<file path="config.mk">
export PLATFORM = sky130hd
export DESIGN_NAME = wgrs_ctrl
export DESIGN_NICKNAME = d
export VERILOG_FILES = /design/src/hdl/wgrs_pkg.sv /design/src/hdl/wgrs_ctrl.sv
export SDC_FILE = /design/constraint.sdc
export NUM_CORES = 1
export LEC_CHECK = 0
export ABC_AREA = 1
export BUFFER_PORTS_ARGS = -buffer_cell sky130_fd_sc_hd__buf_2
export CAP_MARGIN = 20
export CORE_AREA = 2 2 39 41
export DETAILED_ROUTE_END_ITERATION = 8
export DIE_AREA = 0 0 41 43
export HOLD_SLACK_MARGIN = 0.02
export PLACE_DENSITY = 0.7
export SETUP_SLACK_MARGIN = 0.05
export SLEW_MARGIN = 5
export SYNTH_ARGS = -nofsm -noshare
export SYNTH_HDL_FRONTEND = slang
export SYNTH_SLANG_ARGS = --single-unit
</file>
<file path="constraint.sdc">
create_clock -name clk -period 1.99 [get_ports clk]
set_input_delay 0 -clock clk [delete_from_list [all_inputs] [get_ports clk]]
set_output_delay 0 -clock clk [all_outputs]
set_load 0.02 [all_outputs]
</file>
<file path="src/hdl/wgrs_pkg.sv">
package wgrs_pkg;

  // field widths
  localparam int KIND_W   = 2;
  localparam int ROW_W    = 5;
  localparam int COL_W    = 4;
  localparam int WEIGHT_W = 17;
  localparam int DRAW_W   = 17;
  localparam int CELL_W   = 24;

  // map size defaults
  localparam int DEF_MAP_ROWS = 32;
  localparam int DEF_MAP_COLS = 16;

  // fixed point constants
  localparam logic [CELL_W-1:0] CELL_MAX    = {CELL_W{1'b1}};
  localparam logic [CELL_W-1:0] FLOOR_RESET = 24'd87;
  localparam logic [DRAW_W-1:0] DRAW_ONE    = 17'd100000;

  // split point for the draw times total product
  localparam int TOTAL_SPLIT = 17;

  // item kinds
  typedef enum logic [KIND_W-1:0] {
    KIND_CLEAR  = 2'd0,
    KIND_ADD    = 2'd1,
    KIND_SAMPLE = 2'd2
  } kind_t;

  // controller to datapath commands
  typedef struct packed {
    logic load_item;
    logic sweep_wr;
    logic sweep_fill;
    logic add_rd;
    logic add_wr;
    logic tgt_mul;
    logic scan_start;
    logic scan_rd;
    logic out_load;
  } cmd_t;

  // datapath to controller status
  typedef struct packed {
    logic addr_last;
    logic add_ok;
    logic found;
    logic pipe_empty;
    logic out_busy;
  } stat_t;

endpackage

</file>
<file path="src/hdl/wgrs_ctrl.sv">
module wgrs_ctrl (
  input  logic                      clk,
  input  logic                      rst,
  input  logic                      in_valid,
  input  logic [wgrs_pkg::KIND_W-1:0] in_kind,
  output logic                      in_ready,
  input  wgrs_pkg::stat_t            stat,
  output wgrs_pkg::cmd_t             cmd
);
  import wgrs_pkg::*;

  typedef enum logic [3:0] {
    ST_INIT,
    ST_IDLE,
    ST_CLEAR,
    ST_ADD_RD,
    ST_ADD_WR,
    ST_TGT,
    ST_TGT_SUM,
    ST_SCAN,
    ST_DRAIN,
    ST_DONE
  } state_t;

  state_t state;
  state_t state_next;

  // state register
  always_ff @(posedge clk) begin
    if (rst) begin
      state <= ST_INIT;
    end else begin
      state <= state_next;
    end
  end

  // commands and next state
  always_comb begin
    cmd        = '0;
    in_ready   = 1'b0;
    state_next = state;
    unique case (state)
      ST_INIT: begin
        cmd.sweep_wr = 1'b1;
        if (stat.addr_last) begin
          state_next = ST_IDLE;
        end
      end
      ST_IDLE: begin
        in_ready      = 1'b1;
        cmd.load_item = in_valid;
        if (in_valid) begin
          case (in_kind)
            KIND_CLEAR:  state_next = ST_CLEAR;
            KIND_ADD:    state_next = ST_ADD_RD;
            KIND_SAMPLE: state_next = ST_TGT;
            default:     state_next = ST_IDLE;
          endcase
        end
      end
      ST_CLEAR: begin
        cmd.sweep_wr   = 1'b1;
        cmd.sweep_fill = 1'b1;
        if (stat.addr_last) begin
          state_next = ST_IDLE;
        end
      end
      ST_ADD_RD: begin
        cmd.add_rd = stat.add_ok;
        state_next = stat.add_ok ? ST_ADD_WR : ST_IDLE;
      end
      ST_ADD_WR: begin
        cmd.add_wr = 1'b1;
        state_next = ST_IDLE;
      end
      ST_TGT: begin
        cmd.tgt_mul = 1'b1;
        state_next  = ST_TGT_SUM;
      end
      ST_TGT_SUM: begin
        cmd.scan_start = 1'b1;
        state_next     = ST_SCAN;
      end
      ST_SCAN: begin
        cmd.scan_rd = !stat.found;
        if (stat.found) begin
          state_next = ST_DONE;
        end else if (stat.addr_last) begin
          state_next = ST_DRAIN;
        end
      end
      ST_DRAIN: begin
        if (stat.found || stat.pipe_empty) begin
          state_next = ST_DONE;
        end
      end
      ST_DONE: begin
        cmd.out_load = !stat.out_busy;
        if (!stat.out_busy) begin
          state_next = ST_IDLE;
        end
      end
      default: begin
        state_next = ST_IDLE;
      end
    endcase
  end

`ifndef SYNTH
  // a sample result is only loaded once the scan has settled
  a_load_after_scan: assert property (@(posedge clk) disable iff (rst)
    cmd.out_load |-> (stat.found || stat.pipe_empty))
    else $error("result loaded before scan settled");

  // an add write always comes in the cycle after its read
  a_add_rmw: assert property (@(posedge clk) disable iff (rst)
    cmd.add_wr |-> $past(cmd.add_rd))
    else $error("add write without preceding read");

  // items are taken only outside any sweep or scan
  a_no_accept_busy: assert property (@(posedge clk) disable iff (rst)
    (cmd.sweep_wr || cmd.scan_rd) |-> !in_ready)
    else $error("item accepted while busy");
`endif

endmodule

</file>
==> impl_metrics.csv <==
group,metric,value,unit
run_status,status,"completed",
cells_and_area,syn_to_final_growth,30.8,%
critical_path,required,2.12,ns
detailed_routing,num_vias,585,
critical_path,cp.buffers_inverters,1,
detailed_routing,wirelength,1160,um
floorplan,fp-row-count,14,
cells_and_area,drive_gt1_share,35.1,%
floorplan,die_h,43,um
synth,synthTopCellsByCount,"inv_1, nand2_1, nor2_1",
floorplan,core,0.00138,mm^2
cts,postCtsSetupRepairBufs,0,
floorplan,ios,20,
power_and_ir_drop,p_leak,0.000405,uW
critical_path,crit_chain,"nand2_1, a21oi_1, inv_1, nand2_1, nand2_1, nor2_1, nor2_1",
synth,synth_edf_count,0,
timing,setup_tns,0,ns
critical_path,cp_top_family,"flip-flops",
synth,synth_top_area_share,16.7,%
critical_path,path_max_fanout,7,
detailed_routing,drtIter0Drc,10,
timing,fmax,766,MHz
synth,syn_inst,88,
synth,ys_types,15,
critical_path,end_kind,"register",
global_routing,antenna_found_initial,0,
place,place.gp.congestion,0.877,
detailed_routing,wl_met2,573,um
floorplan,initial_core_util,34.6,%
place,portBuffers,19,
timing,layout_min_cycle_time,1.30,ns
global_routing,grt_overflow_total,0,
power_and_ir_drop,ir_worst_vdd,0.393,mV
cts,h-tree-depth,1,
cells_and_area,final_nets,123,
timing,slew_headroom,79.5,%
detailed_routing,ant_nets,0,
cells_and_area,register_area,80.1,um^2
cts,clock_sinks,4,
synth,yosys.area.top_type,"dfxtp_1",
cells_and_area,n_fill_cell,148,
floorplan,fp.dieW,41,um
detailed_routing,wl_per_cell,9.13,um
min_path,hold_class,"in2reg",
critical_path,max_stage_delay,0.49,ns
detailed_routing,drc,0,
timing,rsz0062_at_grt,"no",
cts,cts_buffers,3,
cells_and_area,largest_reg_flops,4,
detailed_routing,wl_met3,75,um
cts,cts.path.max_buffers,2,
critical_path,cpMostUsedCell,"nand2_1",
cells_and_area,largest-register,"state",
synth,yosys-top-cells-area,"dfxtp_1, inv_1, nand2_1",
timing,tightest_slew,0.307,ns
critical_path,cp.arrival,1.44,ns
cells_and_area,top_regs,"state x4",
place,place_area,594,um^2
detailed_routing,route.top_layer_used,"met4",
floorplan,die_area,0.00176,mm^2
global_routing,grt_usage,15.2,%
global_routing,grt_pass1_vias,480,
timing,clock-skew-final,0.00286,ns
cts,clkTransAtPathRegs,0.04,ns
cells_and_area,fin_area,627,um^2
synth,synth_ff_type,"dfxtp_1",
cts,post_cts_resized,0,
detailed_routing,wl_met1,499,um
timing,slew_violations,0,
cells_and_area,post-route-util,45.3,%
flow_run,drv_cap,0,
timing,post-route-period-util,65.6,%
power_and_ir_drop,p_per_area,1330,mW/mm^2
synth,yosys_warnings,0,
synth,synth.most_common_cell,"inv_1",
cells_and_area,multiInputGateArea,324,um^2
critical_path,slowest_stage,"dfxtp_1",
cells_and_area,diodes,0,
synth,ys_ff_latch,4,
synth,synth_nets,98,
detailed_routing,avgViaCountPerCell,4.61,
timing,finalHoldViolCount,0,
synth,syn_area_per_cell,5.45,um^2
critical_path,crit_path_start_kind,"register",
cts,clk_latency,0.24,ns
detailed_routing,first_pass_iters,4,
cts,cts_hold_buf,1,
synth,seq_area_frac_synth,16.7,%
synth,syn_area,479,um^2
critical_path,path_class,"reg2reg",
cts,root_buffer,"clkbuf_4",
synth,synthArstFlopShare,0,%
cts,cts_tree,"built",
timing,holdWs,0.171,ns
timing,setup_viol,0,
global_routing,grt_pass1_wl,1890,um
global_routing,grt_start_max_net_pins,8,
place,hpwl,970,um
per-layer routing:
| layer | up-vias | GRT usage, % |
|---|---|---|
| met3 | 2 | 1.57 |
| met4 | 0 | 6.00 |
| met5 | - | 0 |
| met2 | 17 | 25.3 |
| met1 | 255 | 18.8 |
| li1 | 311 | - |
kinds of logic (layout without fill, tap and decap cells):
group | Yosys count | after routing | share of synthesized area, %
compound gates | 4 | 4 | 4.18
buf+inv | 20 | 43 | 15.7
flops | 4 | 4 | 16.7
simple gates | 60 | 60 | 63.4
where the power goes:
part	switching (uW)	internal [uW]	total, uW	leakage (uW)
registers	61.3	110	172	0.0000329
logic	361	194	556	0.000359
clock network	38.8	67.8	107	0.0000138
final timing paths:
kind / start / endpoint / slack, ns / cells past startpoint
worst min-delay path: stat[0] / state[3]$_SDFFE_PP0P_ / 0.17 / 5
worst max register to register: state[1]$_SDFFE_PP0P_ / state[0]$_SDFFE_PP0P_ / 0.69 / 7
worst min register to register: state[1]$_SDFFE_PP0P_ / state[1]$_SDFFE_PP0P_ / 0.63 / 2
worst max-delay path: state[1]$_SDFFE_PP0P_ / state[0]$_SDFFE_PP0P_ / 0.69 / 7
placed cells by master (no fill, tap or decap):
master,synthesis,layout
nor2_4,3,3
nand3b_1,1,1
nand2_4,1,1
inv_2,2,2
nor4_1,1,1
dlygate4sd3_1,0,1
a21oi_1,4,4
inv_1,18,18
nor2_1,17,17
dfxtp_1,4,4
buf_2,0,19
nand3_2,1,1
nor2_2,3,3
nand3_1,8,8
nor3_1,1,1
nand2_2,7,7
clkbuf_4,0,3
nand2_1,17,17
per-stage QoR:
step | setup slack (ns) | std cells | total power [uW]
final | 0.685 | 127 | 834
after global routing | 0.543 | 127 | 919
after CTS | 0.673 | 127 | 842
after detailed placement | 0.683 | 123 | 732
after global placement | 0.617 | 123 | 730
after floorplan | 0.844 | 88 | 596
tightest hold or removal path, cell delays in order:
cell,delay (ns)
buf_2,0.11
nand3_2,0.07
nand2_2,0.07
inv_1,0.06
a21oi_1,0.06
cell type report:
type	instances	share of cell area, %
inverters	20	12.0
multi-input cells	64	51.7
well taps	16	3.19
repair buffers	20	16.8
flip-flops and latches	4	12.8
clock buffers	3	3.59
Note: power is estimated with default switching activity, not from simulation.
